File: src/hw/rtl/gbnms_pkg.sv
package gbnms_pkg;

  localparam int MAX_KEPT   = 64;
  localparam int COORD_BITS = 12;

  localparam int SCORE_BITS = 16;
  localparam int CLASS_BITS = 8;
  localparam int SLOT_BITS  = 6;
  localparam int THR_BITS   = 9;
  localparam int IOU_FRAC   = 8;

  localparam logic [THR_BITS-1:0] THR_RESET = THR_BITS'(128);

  localparam int IDX_W  = (MAX_KEPT > 1) ? $clog2(MAX_KEPT) : 1;
  localparam int CNT_W  = $clog2(MAX_KEPT + 1);
  localparam int EDGE_W = COORD_BITS + 1;
  localparam int AREA_W = 2 * COORD_BITS;
  localparam int UNI_W  = AREA_W + 1;
  localparam int PROD_W = THR_BITS + UNI_W;

  // Depth of the queue between the front and the back.
  localparam int Q_DEPTH = 2;
  localparam int QPTR_W  = (Q_DEPTH > 1) ? $clog2(Q_DEPTH) : 1;
  localparam int QCNT_W  = $clog2(Q_DEPTH + 1);

  typedef logic [COORD_BITS-1:0] coord_t;
  typedef logic [EDGE_W-1:0]     edge_t;
  typedef logic [AREA_W-1:0]     area_t;

  // One entry of the kept table.
  typedef struct packed {
    coord_t left;
    coord_t top;
    coord_t width;
    coord_t height;
  } box_t;

  // A classified box waiting in the queue.
  typedef struct packed {
    logic                  frame_start;
    box_t                  box;
    edge_t                 right;
    edge_t                 bottom;
    area_t                 area;
    logic [SCORE_BITS-1:0] score;
    logic [CLASS_BITS-1:0] cls;
  } job_t;

  typedef struct packed {
    logic busy;
    logic res_valid;
    logic res_hit;
  } cmp_status_t;

endpackage

File: src/hw/rtl/gbnms_front.sv
module gbnms_front (
  input  logic                            clk,
  input  logic                            rst,
  input  logic                            in_valid,
  output logic                            in_stall,
  input  logic                            frame_start,
  input  gbnms_pkg::coord_t               box_left,
  input  gbnms_pkg::coord_t               box_top,
  input  gbnms_pkg::coord_t               box_width,
  input  gbnms_pkg::coord_t               box_height,
  input  logic [gbnms_pkg::SCORE_BITS-1:0] box_score,
  input  logic [gbnms_pkg::CLASS_BITS-1:0] box_class,
  output logic                            q_valid,
  input  logic                            q_pop,
  output gbnms_pkg::job_t                 q_job
);

  gbnms_pkg::job_t                 queue [gbnms_pkg::Q_DEPTH];
  logic [gbnms_pkg::QPTR_W-1:0]    wr_ptr;
  logic [gbnms_pkg::QPTR_W-1:0]    rd_ptr;
  logic [gbnms_pkg::QCNT_W-1:0]    q_cnt;
  gbnms_pkg::job_t                 job_in;
  logic                            push;
  logic                            pop;

  // Edges and area of the incoming box are worked out once here, so the
  // back only has to handle the stored box on each compare.
  always_comb begin
    job_in.frame_start = frame_start;
    job_in.box.left    = box_left;
    job_in.box.top     = box_top;
    job_in.box.width   = box_width;
    job_in.box.height  = box_height;
    job_in.right       = gbnms_pkg::EDGE_W'(box_left) + gbnms_pkg::EDGE_W'(box_width);
    job_in.bottom      = gbnms_pkg::EDGE_W'(box_top) + gbnms_pkg::EDGE_W'(box_height);
    job_in.area        = gbnms_pkg::AREA_W'(box_width) * gbnms_pkg::AREA_W'(box_height);
    job_in.score       = box_score;
    job_in.cls         = box_class;
  end

  assign in_stall = (q_cnt == gbnms_pkg::QCNT_W'(gbnms_pkg::Q_DEPTH));
  assign push     = in_valid && !in_stall;
  assign q_valid  = (q_cnt != '0);
  assign pop      = q_pop && q_valid;
  assign q_job    = queue[rd_ptr];

  always_ff @(posedge clk) begin
    if (push) begin
      queue[wr_ptr] <= job_in;
    end
  end

  always_ff @(posedge clk) begin
    if (rst) begin
      wr_ptr <= '0;
      rd_ptr <= '0;
      q_cnt  <= '0;
    end else begin
      if (push) begin
        wr_ptr <= (wr_ptr == gbnms_pkg::QPTR_W'(gbnms_pkg::Q_DEPTH - 1)) ? '0 : wr_ptr + 1'b1;
      end
      if (pop) begin
        rd_ptr <= (rd_ptr == gbnms_pkg::QPTR_W'(gbnms_pkg::Q_DEPTH - 1)) ? '0 : rd_ptr + 1'b1;
      end
      if (push && !pop) begin
        q_cnt <= q_cnt + 1'b1;
      end else if (pop && !push) begin
        q_cnt <= q_cnt - 1'b1;
      end
    end
  end

  a_pop_nonempty: assert property (@(posedge clk) disable iff (rst)
    q_pop |-> q_valid)
    else $error("queue popped while empty");

endmodule

File: config.mk
export PLATFORM = sky130hd
export DESIGN_NAME = gbnms_front
export DESIGN_NICKNAME = d
export VERILOG_FILES = /design/src/hw/rtl/gbnms_pkg.sv /design/src/hw/rtl/gbnms_front.sv
export SDC_FILE = /design/constraint.sdc
export NUM_CORES = 1
export LEC_CHECK = 0
export BUFFER_PORTS_ARGS = -buffer_cell sky130_fd_sc_hd__buf_2
export CORE_UTILIZATION = 53
export CTS_CLUSTER_DIAMETER = 30
export CTS_CLUSTER_SIZE = 20
export DETAILED_ROUTE_END_ITERATION = 16
export HOLD_SLACK_MARGIN = 0.03
export PLACE_DENSITY = 0.77
export SLEW_MARGIN = 20
export SYNTH_ARGS = -nofsm -noshare
export SYNTH_HDL_FRONTEND = slang
export SYNTH_SLANG_ARGS = --single-unit
File: constraint.sdc
create_clock -name clk -period 6.6 [get_ports clk]
set_input_delay 0.33 -clock clk [delete_from_list [all_inputs] [get_ports clk]]
set_output_delay 0.33 -clock clk [all_outputs]
set_load 0.03 [all_outputs]
==> impl_metrics.ini <==
[route]
drc_errors = 0
drtPass1Iterations = 5
avgViaCountPerCell = 5.314
totalWireLength_um = 32250
vias = 9512
drtIter0Drc = 738
ant_nets = 0
avgRoutedWirePerCell_um = 18.02

[grt]
grt_use_total_pct = 23.32
overflow = 0
grt_max_degree = 92
antenna_found_initial = 0
grt_pass1_vias = 10200
grt_pass1_wl_um = 52320

[synth]
syn_nets = 1376
synth.avg_cell_area_um2 = 13.30
yosysWarningCount = 0
async_flop_share_pct = 0
synth_top_area_share_pct = 50.05
synth-edff-count = 246
synth_cell_types = 48
ys.flop_type = edfxtp_1
yosys-top-cells-area = edfxtp_1 (50%), fa_1 (14%), mux2_2 (9.4%), ha_1 (7.4%), inv_1 (3.4%)
synth_area_um2 = 14760
ys_seq_area_share_pct = 50.72
synth_area_leader_cell = edfxtp_1
ys_seq_elements = 251
syn_inst = 1110

[final_layout]
num_antenna_cells = 0
fin_area_um2 = 18380
final_core_util_pct = 67.82
nets = 1642
area_delta_synth_final_pct = 24.52
drive_gt1_share_pct = 29.48

[timing]
rsz0062_at_grt = no
drv_slew = 0
final.min_clock_period_ps = 4985
tns_ps = 0
slew_headroom_pct = 31.69
setup_viol = 0
worst_pin_slew_ps = 1022
skew_ps = 24.70
hold_viol_final = 0
max_freq_ghz = 0.2006
min_period_over_period_pct = 75.52

[min_path]
min_path_type = primary input to flop

[placed_design]
place_area_um2 = 16130
placement.io_buffers = 201
dp_hpwl_um = 21240
globalplace.congestion = 0.8418

[worst_setup_path]
cp-start-kind = primary input
critPathTopFamily = adder cells
path_cells = buf_2 > nand2_1 > fa_1 > fa_1 > fa_1 > inv_1 > fa_1 > fa_1 > ha_1 > o211ai_1 > a211oi_2 > o21ai_1 > or3b_1 > and4_1 > or3_1
cp.arrival_ps = 5250
worst_path_max_delay_cell = fa_1
path_max_fanout = 15
cpMostUsedCell = fa_1
path_buf_inv = 2
worst-setup-path-type = primary input to flop
crit_required_ps = 6860
slowest_delay_ps = 590
endpoint_kind = flop

[floorplanning]
rows = 60
dieArea_um2 = 28520
num_io_pins = 202
die_w_um = 168.9
die_h_um = 168.9
start_util_pct = 54.46
fp.coreArea_um2 = 27100

[power_and_ir_drop]
p_per_area_nw_per_um2 = 480.6
power_mw = 8.834
leakage_nw = 7.777
ir_drop_v = 0.0003415

[cts]
cts_buffers = 50
cts_setup_buffers = 0
htree_levels = 2
cts_buffer_depth = 3
cts_tree = yes
root_buffer = clkbuf_16
clk_latency_ps = 550
ctsResizeCount = 0
clock_sinks = 251
clk_pin_slew_ps = 50

[run]
maxCapViolations = 0

[run_status]
status = complete, no violations
where the power goes:
| group | internal [mW] | switching, mW |
|---|---|---|
| Sequential | 2.36 | 0.131 |
| Combinational | 1.42 | 2.36 |
| Clock | 1.70 | 0.860 |
final timing paths:
path                                            start                      to  slack [ps]  cells past startpoint
worst max-delay path                    box_height[3]  queue[1][47]$_DFFE_PP_        1620                     15
worst min-delay path                     box_width[5]  queue[0][91]$_DFFE_PP_         180                      1
worst max register to register  q_cnt[0]$_SDFFE_PP0P_  queue[1][96]$_DFFE_PP_        3940                      3
worst min register to register    rd_ptr$_SDFFE_PP0P_     rd_ptr$_SDFFE_PP0P_         520                      2
per-layer routing:
| layer | up-vias | part of all wire (%) | track usage (%) |
|---|---|---|---|
| li1 | 4390 | - | - |
| met1 | 4734 | 41 | 29.16 |
| met2 | 334 | 51 | 41.18 |
| met3 | 54 | 6.2 | 4.396 |
| met4 | 0 | 2.0 | 6.798 |
| met5 | - | 0 | 0 |
flip-flops by register name (all words and copies together) (netlist names), named ones only:
name and count:
wr_ptr 1, q_cnt 2, rd_ptr 1, queue 246
worst reg2reg max path, cell delays in order (launching register included):
cell and delay (ps):
dfxtp_1 410, nand2b_1 200, and3_4 700, buf_4 880
synthesized netlist by cell type (4+ instances only):
master and n:
nand2_1 106, o21bai_1 6, ha_1 87, edfxtp_1 246
and2_1 59, mux2_2 123, and3_1 4, nand3_1 4
a21oi_1 33, o21ai_0 23, nand2b_1 4, clkbuf_1 35
xnor2_1 27, nor2_1 27, fa_1 102, buf_1 5
a21o_1 9, o21a_1 6, inv_1 135, nor2b_1 5
dfxtp_1 5, xor2_1 13, a211oi_1 4, nor3_1 6
what timing repair did:
item	CTS	global route
setup endpoints to repair	0	0
hold buffers	50	0
hold endpoints to repair	103	0
layout make-up:
type / count / area (um^2)
sequential: 251 / 7491
inverter: 135 / 506.7
multi-input combinational: 684 / 6629
timing repair buffer: 254 / 1541
clock buffer: 55 / 1291
clock inverter: 39 / 455.4
tap: 372 / 465.4
fill: 1805 / 8721
layout by cell type, fill, tap and decap left out, drive strengths merged, types with 18 or more instances in the layout:
cell type,count
a21oi,33
and2,59
buf,204
clkbuf,55
clkinv,18
dlygate4sd3,50
edfxtp,246
fa,102
ha,87
inv,145
mux2,123
nand2,106
nor2,27
o21ai,24
xnor2,27
logic make-up (layout without fill, tap and decap cells):
logic type | after synthesis | count (layout) | share of synthesized area [%]
compound gates | 106 | 106 | 4.586
xor+xnor | 40 | 40 | 2.374
fa+ha+maj | 189 | 189 | 21.21
buf+inv | 175 | 483 | 4.450
flops | 251 | 251 | 50.72
mux | 123 | 123 | 9.384
simple gates | 226 | 226 | 7.273
per-stage QoR:
stage / hold slack, ps / std cells / setup slack, ps
after floorplan: 399.1 / 1110 / 277.3
after global placement: 478.3 / 1646 / 1184
after detailed placement: 490.4 / 1646 / 1092
after CTS: 156.0 / 1790 / 1648
after global routing: 166.6 / 1790 / 1424
final: 178.4 / 1790 / 1615
(Power assumes the default switching activity.)
