**src/hw/rtl/gbnms_pkg.sv**
```systemverilog
package gbnms_pkg;

  localparam int MAX_KEPT   = 64;
  localparam int COORD_BITS = 12;

  localparam int SCORE_BITS = 16;
  localparam int CLASS_BITS = 8;
  localparam int SLOT_BITS  = 6;
  localparam int THR_BITS   = 9;
  localparam int IOU_FRAC   = 8;

  localparam logic [THR_BITS-1:0] THR_RESET = THR_BITS'(128);

  localparam int IDX_W  = (MAX_KEPT > 1) ? $clog2(MAX_KEPT) : 1;
  localparam int CNT_W  = $clog2(MAX_KEPT + 1);
  localparam int EDGE_W = COORD_BITS + 1;
  localparam int AREA_W = 2 * COORD_BITS;
  localparam int UNI_W  = AREA_W + 1;
  localparam int PROD_W = THR_BITS + UNI_W;

  // Depth of the queue between the front and the back.
  localparam int Q_DEPTH = 2;
  localparam int QPTR_W  = (Q_DEPTH > 1) ? $clog2(Q_DEPTH) : 1;
  localparam int QCNT_W  = $clog2(Q_DEPTH + 1);

  typedef logic [COORD_BITS-1:0] coord_t;
  typedef logic [EDGE_W-1:0]     edge_t;
  typedef logic [AREA_W-1:0]     area_t;

  // One entry of the kept table.
  typedef struct packed {
    coord_t left;
    coord_t top;
    coord_t width;
    coord_t height;
  } box_t;

  // A classified box waiting in the queue.
  typedef struct packed {
    logic                  frame_start;
    box_t                  box;
    edge_t                 right;
    edge_t                 bottom;
    area_t                 area;
    logic [SCORE_BITS-1:0] score;
    logic [CLASS_BITS-1:0] cls;
  } job_t;

  typedef struct packed {
    logic busy;
    logic res_valid;
    logic res_hit;
  } cmp_status_t;

endpackage

```
**src/hw/rtl/gbnms_cmp.sv**
```systemverilog
module gbnms_cmp (
  input  logic                              clk,
  input  logic                              rst,
  input  logic                              cmp_valid,
  input  gbnms_pkg::box_t                   kept_box,
  input  gbnms_pkg::job_t                   cur,
  input  logic [gbnms_pkg::THR_BITS-1:0]    thr,
  output gbnms_pkg::cmp_status_t            status
);

  // Stage 1: overlap extents and area of the stored box.
  logic                      s1_valid;
  logic                      s1_ovl;
  gbnms_pkg::coord_t         s1_dx;
  gbnms_pkg::coord_t         s1_dy;
  gbnms_pkg::area_t          s1_area;
  // Stage 2: intersection.
  logic                      s2_valid;
  logic                      s2_ovl;
  gbnms_pkg::area_t          s2_inter;
  gbnms_pkg::area_t          s2_area;
  // Stage 3: union.
  logic                      s3_valid;
  logic                      s3_ovl;
  gbnms_pkg::area_t          s3_inter;
  logic [gbnms_pkg::UNI_W-1:0] s3_uni;
  // Stage 4: threshold test.
  logic                      res_valid;
  logic                      res_hit;

  gbnms_pkg::edge_t          k_left;
  gbnms_pkg::edge_t          k_top;
  gbnms_pkg::edge_t          k_right;
  gbnms_pkg::edge_t          k_bottom;
  gbnms_pkg::edge_t          lo_x;
  gbnms_pkg::edge_t          hi_x;
  gbnms_pkg::edge_t          lo_y;
  gbnms_pkg::edge_t          hi_y;
  gbnms_pkg::edge_t          dx_full;
  gbnms_pkg::edge_t          dy_full;
  logic [gbnms_pkg::PROD_W-1:0] lhs;
  logic [gbnms_pkg::PROD_W-1:0] rhs;

  always_comb begin
    k_left   = gbnms_pkg::EDGE_W'(kept_box.left);
    k_top    = gbnms_pkg::EDGE_W'(kept_box.top);
    k_right  = k_left + gbnms_pkg::EDGE_W'(kept_box.width);
    k_bottom = k_top + gbnms_pkg::EDGE_W'(kept_box.height);
    lo_x     = (gbnms_pkg::EDGE_W'(cur.box.left) > k_left) ?
               gbnms_pkg::EDGE_W'(cur.box.left) : k_left;
    hi_x     = (cur.right < k_right) ? cur.right : k_right;
    lo_y     = (gbnms_pkg::EDGE_W'(cur.box.top) > k_top) ?
               gbnms_pkg::EDGE_W'(cur.box.top) : k_top;
    hi_y     = (cur.bottom < k_bottom) ? cur.bottom : k_bottom;
    dx_full  = hi_x - lo_x;
    dy_full  = hi_y - lo_y;
  end

  // When the boxes overlap, each extent is at most the smaller side, so it
  // fits in a coordinate.
  always_ff @(posedge clk) begin
    s1_ovl   <= (lo_x < hi_x) && (lo_y < hi_y);
    s1_dx    <= dx_full[gbnms_pkg::COORD_BITS-1:0];
    s1_dy    <= dy_full[gbnms_pkg::COORD_BITS-1:0];
    s1_area  <= gbnms_pkg::AREA_W'(kept_box.width) * gbnms_pkg::AREA_W'(kept_box.height);
    s2_ovl   <= s1_ovl;
    s2_inter <= gbnms_pkg::AREA_W'(s1_dx) * gbnms_pkg::AREA_W'(s1_dy);
    s2_area  <= s1_area;
    s3_ovl   <= s2_ovl;
    s3_inter <= s2_inter;
    s3_uni   <= gbnms_pkg::UNI_W'(cur.area) + gbnms_pkg::UNI_W'(s2_area)
                - gbnms_pkg::UNI_W'(s2_inter);
    res_hit  <= s3_ovl ? (lhs >= rhs) : (thr == '0);
  end

  assign lhs = gbnms_pkg::PROD_W'(s3_inter) << gbnms_pkg::IOU_FRAC;
  assign rhs = gbnms_pkg::PROD_W'(thr) * gbnms_pkg::PROD_W'(s3_uni);

  always_ff @(posedge clk) begin
    if (rst) begin
      s1_valid  <= 1'b0;
      s2_valid  <= 1'b0;
      s3_valid  <= 1'b0;
      res_valid <= 1'b0;
    end else begin
      s1_valid  <= cmp_valid;
      s2_valid  <= s1_valid;
      s3_valid  <= s2_valid;
      res_valid <= s3_valid;
    end
  end

  assign status.busy      = s1_valid || s2_valid || s3_valid || res_valid;
  assign status.res_valid = res_valid;
  assign status.res_hit   = res_hit;

endmodule

```
**src/hw/rtl/gbnms_back.sv**
```systemverilog
module gbnms_back (
  input  logic                             clk,
  input  logic                             rst,
  input  logic                             cfg_we,
  input  logic [gbnms_pkg::THR_BITS-1:0]   cfg_wdata,
  input  logic                             q_valid,
  output logic                             q_pop,
  input  gbnms_pkg::job_t                  q_job,
  output logic                             out_valid,
  input  logic                             out_stall,
  output logic                             kept,
  output logic                             table_overflow,
  output logic [gbnms_pkg::SLOT_BITS-1:0]  kept_slot,
  output gbnms_pkg::coord_t                out_left,
  output gbnms_pkg::coord_t                out_top,
  output gbnms_pkg::coord_t                out_width,
  output gbnms_pkg::coord_t                out_height,
  output logic [gbnms_pkg::SCORE_BITS-1:0] out_score,
  output logic [gbnms_pkg::CLASS_BITS-1:0] out_class
);

  localparam logic [1:0] ST_IDLE   = 2'd0;
  localparam logic [1:0] ST_SCAN   = 2'd1;
  localparam logic [1:0] ST_DRAIN  = 2'd2;
  localparam logic [1:0] ST_FINISH = 2'd3;

  logic [1:0]                      state;
  logic [gbnms_pkg::CNT_W-1:0]     cnt;
  logic [gbnms_pkg::CNT_W-1:0]     eff_cnt;
  logic [gbnms_pkg::IDX_W-1:0]     rd_idx;
  logic                            rd_en;
  logic                            rd_valid;
  logic                            rd_last;
  gbnms_pkg::box_t                 rd_data;
  gbnms_pkg::box_t                 kept_mem [gbnms_pkg::MAX_KEPT];
  logic                            mem_we;
  logic                            hit;
  logic                            room;
  logic                            out_free;
  logic                            store;
  logic [gbnms_pkg::THR_BITS-1:0]  thr;
  gbnms_pkg::job_t                 cur;
  gbnms_pkg::cmp_status_t          cmp_st;

  assign eff_cnt  = q_job.frame_start ? '0 : cnt;
  assign rd_en    = (state == ST_SCAN);
  assign rd_last  = (gbnms_pkg::CNT_W'(rd_idx) + 1'b1 == cnt);
  assign room     = (cnt < gbnms_pkg::CNT_W'(gbnms_pkg::MAX_KEPT));
  assign out_free = !out_valid || !out_stall;
  assign store    = !hit && room;
  assign mem_we   = (state == ST_FINISH) && out_free && store;
  assign q_pop    = (state == ST_IDLE) && q_valid;

  // Kept table: one read port for the scan, one write when a box is kept.
  always_ff @(posedge clk) begin
    if (mem_we) begin
      kept_mem[cnt[gbnms_pkg::IDX_W-1:0]] <= cur.box;
    end
    if (rd_en) begin
      rd_data <= kept_mem[rd_idx];
    end
  end

  gbnms_cmp u_cmp (
    .clk       (clk),
    .rst       (rst),
    .cmp_valid (rd_valid),
    .kept_box  (rd_data),
    .cur       (cur),
    .thr       (thr),
    .status    (cmp_st)
  );

  always_ff @(posedge clk) begin
    if (q_pop) begin
      cur <= q_job;
    end
    if ((state == ST_FINISH) && out_free) begin
      kept           <= store;
      table_overflow <= !hit && !room;
      kept_slot      <= store ? gbnms_pkg::SLOT_BITS'(cnt) : '0;
      out_left       <= cur.box.left;
      out_top        <= cur.box.top;
      out_width      <= cur.box.width;
      out_height     <= cur.box.height;
      out_score      <= cur.score;
      out_class      <= cur.cls;
    end
  end

  always_ff @(posedge clk) begin
    if (rst) begin
      state     <= ST_IDLE;
      cnt       <= '0;
      rd_idx    <= '0;
      rd_valid  <= 1'b0;
      hit       <= 1'b0;
      thr       <= gbnms_pkg::THR_RESET;
      out_valid <= 1'b0;
    end else begin
      rd_valid <= rd_en;
      if (cfg_we) begin
        thr <= cfg_wdata;
      end
      if ((state == ST_FINISH) && out_free) begin
        out_valid <= 1'b1;
      end else if (out_valid && !out_stall) begin
        out_valid <= 1'b0;
      end
      if (cmp_st.res_valid && cmp_st.res_hit) begin
        hit <= 1'b1;
      end else if ((state == ST_IDLE) && q_valid) begin
        hit <= 1'b0;
      end
      unique case (state)
        ST_IDLE: begin
          if (q_valid) begin
            cnt    <= eff_cnt;
            rd_idx <= '0;
            state  <= (eff_cnt == '0) ? ST_FINISH : ST_SCAN;
          end
        end
        ST_SCAN: begin
          rd_idx <= rd_idx + 1'b1;
          if (rd_last) begin
            state <= ST_DRAIN;
          end
        end
        ST_DRAIN: begin
          // The last result has reached the hit flag once nothing is in flight.
          if (!rd_valid && !cmp_st.busy) begin
            state <= ST_FINISH;
          end
        end
        ST_FINISH: begin
          if (out_free) begin
            if (store) begin
              cnt <= cnt + 1'b1;
            end
            state <= ST_IDLE;
          end
        end
        default: state <= ST_IDLE;
      endcase
    end
  end

  a_write_in_range: assert property (@(posedge clk) disable iff (rst)
    mem_we |-> (cnt < gbnms_pkg::CNT_W'(gbnms_pkg::MAX_KEPT)))
    else $error("kept table written beyond its depth");

  a_read_below_count: assert property (@(posedge clk) disable iff (rst)
    rd_en |-> (gbnms_pkg::CNT_W'(rd_idx) < cnt))
    else $error("scan read an entry above the kept count");

  a_result_flags: assert property (@(posedge clk) disable iff (rst)
    out_valid |-> !(kept && table_overflow))
    else $error("result both kept and overflowed");

  a_no_finish_in_flight: assert property (@(posedge clk) disable iff (rst)
    (state == ST_FINISH) |-> (!rd_valid && !cmp_st.busy))
    else $error("result produced while compares were still in flight");

endmodule

```
**config.mk**
```make
export PLATFORM = sky130hd
export DESIGN_NAME = gbnms_back
export DESIGN_NICKNAME = d
export VERILOG_FILES = /design/src/hw/rtl/gbnms_pkg.sv /design/src/hw/rtl/gbnms_cmp.sv /design/src/hw/rtl/gbnms_back.sv
export SDC_FILE = /design/constraint.sdc
export NUM_CORES = 2
export LEC_CHECK = 0
export BUFFER_PORTS_ARGS = -buffer_cell sky130_fd_sc_hd__buf_2
export CAP_MARGIN = 25
export CORE_ASPECT_RATIO = 1.2
export CORE_MARGIN = 3
export CORE_UTILIZATION = 40
export CTS_BUF_LIST = sky130_fd_sc_hd__clkbuf_16
export CTS_CLUSTER_DIAMETER = 80
export CTS_CLUSTER_SIZE = 25
export DETAILED_ROUTE_END_ITERATION = 6
export GPL_TIMING_DRIVEN = 1
export PLACE_DENSITY = 0.62
export SLEW_MARGIN = 10
export SYNTH_ARGS = -nofsm -noshare
export SYNTH_HDL_FRONTEND = slang
export SYNTH_HIERARCHICAL = 1
export SYNTH_SLANG_ARGS = --single-unit
```
**constraint.sdc**
```tcl
create_clock -name clk -period 13.65 [get_ports clk]
set_input_delay 2.73 -clock clk [delete_from_list [all_inputs] [get_ports clk]]
set_output_delay 2.73 -clock clk [all_outputs]
set_load 0.1 [all_outputs]
```
==> impl_metrics.py <==
metrics = {
    "status": {
        "status": "finished clean",
    },
    "die": {
        "pin_count": 219,
        "die_h_um": 681,
        "fp.dieArea_um2": 387000,
        "core_um2": 378000,
        "rows": 247,
        "floorplan.initialDensity_pct": 40.2,
        "die_x_um": 569,
    },
    "layout": {
        "final_cells": 13400,
        "multi_input_area_um2": 45200,
        "final_common_cell": "edfxtp_1",
        "final_cell_mix": "edfxtp_1 (3322), mux4_2 (873), inv_1 (602)",
        "fillers": 32400,
        "seqCellArea_um2": 103000,
        "nets": 9213,
        "area_growth_pct": 8.96,
        "drive_above_1_share_pct": 20.5,
    },
    "worst_setup_path": {
        "end_kind": "register",
        "crit_required_ns": 14.41,
        "cp_top_family": "compound AO/OA/AOI/OAI gates",
        "crit_path_max_fanout": 27,
        "worst_setup_path_start_kind": "register",
        "arrival_ns": 7.51,
        "critical_path_buf_inv_count": 4,
        "r2r-end": "u_cmp/res_hit",
        "cp_slowest_stage_delay_ns": 0.56,
        "critPathKind": "reg2reg",
        "r2r_setup_slack_ns": 6.90,
        "r2r_cells": 29,
        "crit_path_frequent_cell": "a21o_1",
        "reg2reg_from": "thr[0]",
        "critPathSlowestCell": "fa_1",
    },
    "clocking": {
        "clk_pin_slew_worst_paths_ns": 0.10,
        "cts_max_level": 4,
        "cts_tree": "built",
        "cts_buffer_depth": 4,
        "cts_resized": 0,
        "ctsHoldBuffers": 0,
        "cts_buffers": 181,
        "clock_latency_ns": 0.92,
        "cts.sinks": 3502,
        "cts_root_buffer": "clkbuf_16",
        "postCtsSetupBuffers": 0,
    },
    "timing": {
        "rsz0062_at_grt": "no",
        "relSlewSlack_pct": 22.3,
        "finalCritPeriodShare_pct": 49.4,
        "clock_skew_ns": 0.0537,
        "slew_violations": 0,
        "max_freq_mhz": 148,
        "tns_ns": 0,
        "finalHoldViolCount": 0,
        "worst_pin_slew_ns": 1.17,
        "finalSetupViolCount": 0,
        "fin_crit_ns": 6.75,
        "holdWs_ns": 0.331,
    },
    "global_route": {
        "antenna_found_initial": 29,
        "grt_max_degree": 134,
        "overflow": 0,
        "track_usage_pct": 21.7,
        "grt_pass1_wl_um": 600000,
        "grt_pass1_vias": 79900,
    },
    "route": {
        "drt-initial-drc-count": 9139,
        "wire_per_inst_um": 31.6,
        "drt-pass1-iter-count": 6,
        "via_per_inst": 5.79,
        "drt_wl_total_um": 423000,
        "postRouteAntennaNets": 0,
        "drc": 0,
        "vias": 77600,
    },
    "synth": {
        "avgSynthCellArea_um2": 18.8,
        "syn_area_um2": 152000,
        "syn-instance-count": 8066,
        "syn_nets": 8944,
        "yosysWarnings": 6,
    },
    "min_path": {
        "min_from": "u_cmp/s1_area[13]",
        "hold_path_end": "u_cmp/s2_area[13]",
        "whs_path_depth": 0,
        "holdCritPathClass": "reg2reg",
    },
    "pwr": {
        "p_sw_w": 0.0167,
        "power_density_nw_per_um2": 252,
        "peakVddDrop_mv": 1.21,
        "clockPowerShare_pct": 14.6,
        "p_seq_share_pct": 32.5,
        "p_leak_nw": 54.5,
        "swShare_pct": 40.1,
        "p_int_w": 0.0249,
        "comb_power_share_pct": 52.9,
    },
    "placement": {
        "placed_cells": 13100,
        "routabilityCongestion": 0.844,
        "post-dp-hpwl_um": 252000,
        "port_buffers": 218,
    },
    "job": {
        "max_cap_viol_count": 0,
    },
}
## cell type report
class | instances | share of cell area [%]
Antenna cell | 9 | 0.0136
Timing Repair Buffer | 449 | 1.94
Inverter | 596 | 1.36
Clock buffer | 183 | 2.77
Sequential cell | 3502 | 62.4
Multi-Input combinational cell | 3605 | 27.3
Clock inverter | 62 | 0.473
Tap cell | 4980 | 3.76
## flip-flops by register name, indices dropped and copies added, names as in the netlist, 9 cells and up
| name | cells |
|---|---|
| u_cmp/s3_uni | 25 |
| kept_mem | 3072 |
| u_cmp/s2_area | 24 |
| u_cmp/s2_inter | 24 |
| u_cmp/s1_dy | 12 |
| out_top | 12 |
| cur | 122 |
| out_height | 12 |
| u_cmp/s1_area | 24 |
| out_left | 12 |
| u_cmp/s3_inter | 24 |
| thr | 9 |
| rd_data | 48 |
| out_width | 12 |
| u_cmp/s1_dx | 12 |
| out_score | 16 |
## through the flow
| step | power, W | area [um2] | util, % | worst slack, ns |
|---|---|---|---|---|
| final | 0.0417 | 166000 | 43.9 | 6.90 |
| after detailed placement | 0.0360 | 160000 | 42.4 | 6.94 |
| after CTS | 0.0422 | 165000 | 43.8 | 6.93 |
| after global placement | 0.0357 | 160000 | 42.3 | 6.84 |
| after global routing | 0.0450 | 166000 | 43.8 | 6.55 |
| after floorplan | 0.0300 | 152000 | - | 5.18 |
## routing by layer
metal / share of wire [%] / global-route usage, %
met4: 3.3 / 6.30
met1: 38 / 28.3
met3: 7.7 / 3.61
met2: 51 / 37.4
met5: 0.034 / 0
## how the worst max path moves through the flow
stage | from | cells past startpoint | slack, ns | to
floorplan | q_valid | 2 | 5.18 | q_pop
global placement | thr[0] | 29 | 6.84 | u_cmp/res_hit
detailed placement | q_valid | 4 | 6.94 | q_pop
CTS | thr[0] | 29 | 6.93 | u_cmp/res_hit
global route | rd_data[12] | 30 | 6.55 | u_cmp/s1_dx[10]
finish | thr[0] | 29 | 6.90 | u_cmp/res_hit
## power by group through the flow
| stage | sequential (W) | combinational, W | clock (W) |
|---|---|---|---|
| final | 0.0136 | 0.0220 | 0.00607 |
| after global routing | 0.0136 | 0.0248 | 0.00655 |
| after CTS | 0.0136 | 0.0224 | 0.00622 |
| after detailed placement | 0.0138 | 0.0222 | 0 |
| after global placement | 0.0138 | 0.0219 | 0 |
| after floorplan | 0.0138 | 0.0162 | 0 |
## worst reg2reg max path, delay by kind of cell (launching register included)
kind | cells | cell delay (ns)
AOI/OAI and AO/OA | 15 | 2.76
xor gates and xnor gates | 1 | 0.17
adders and majority gates | 6 | 2.59
buffers and inverters | 4 | 0.47
DFF | 1 | 0.31
and+or+nand+nor | 3 | 0.35
No activity file was read; power rests on OpenSTA's default activity.
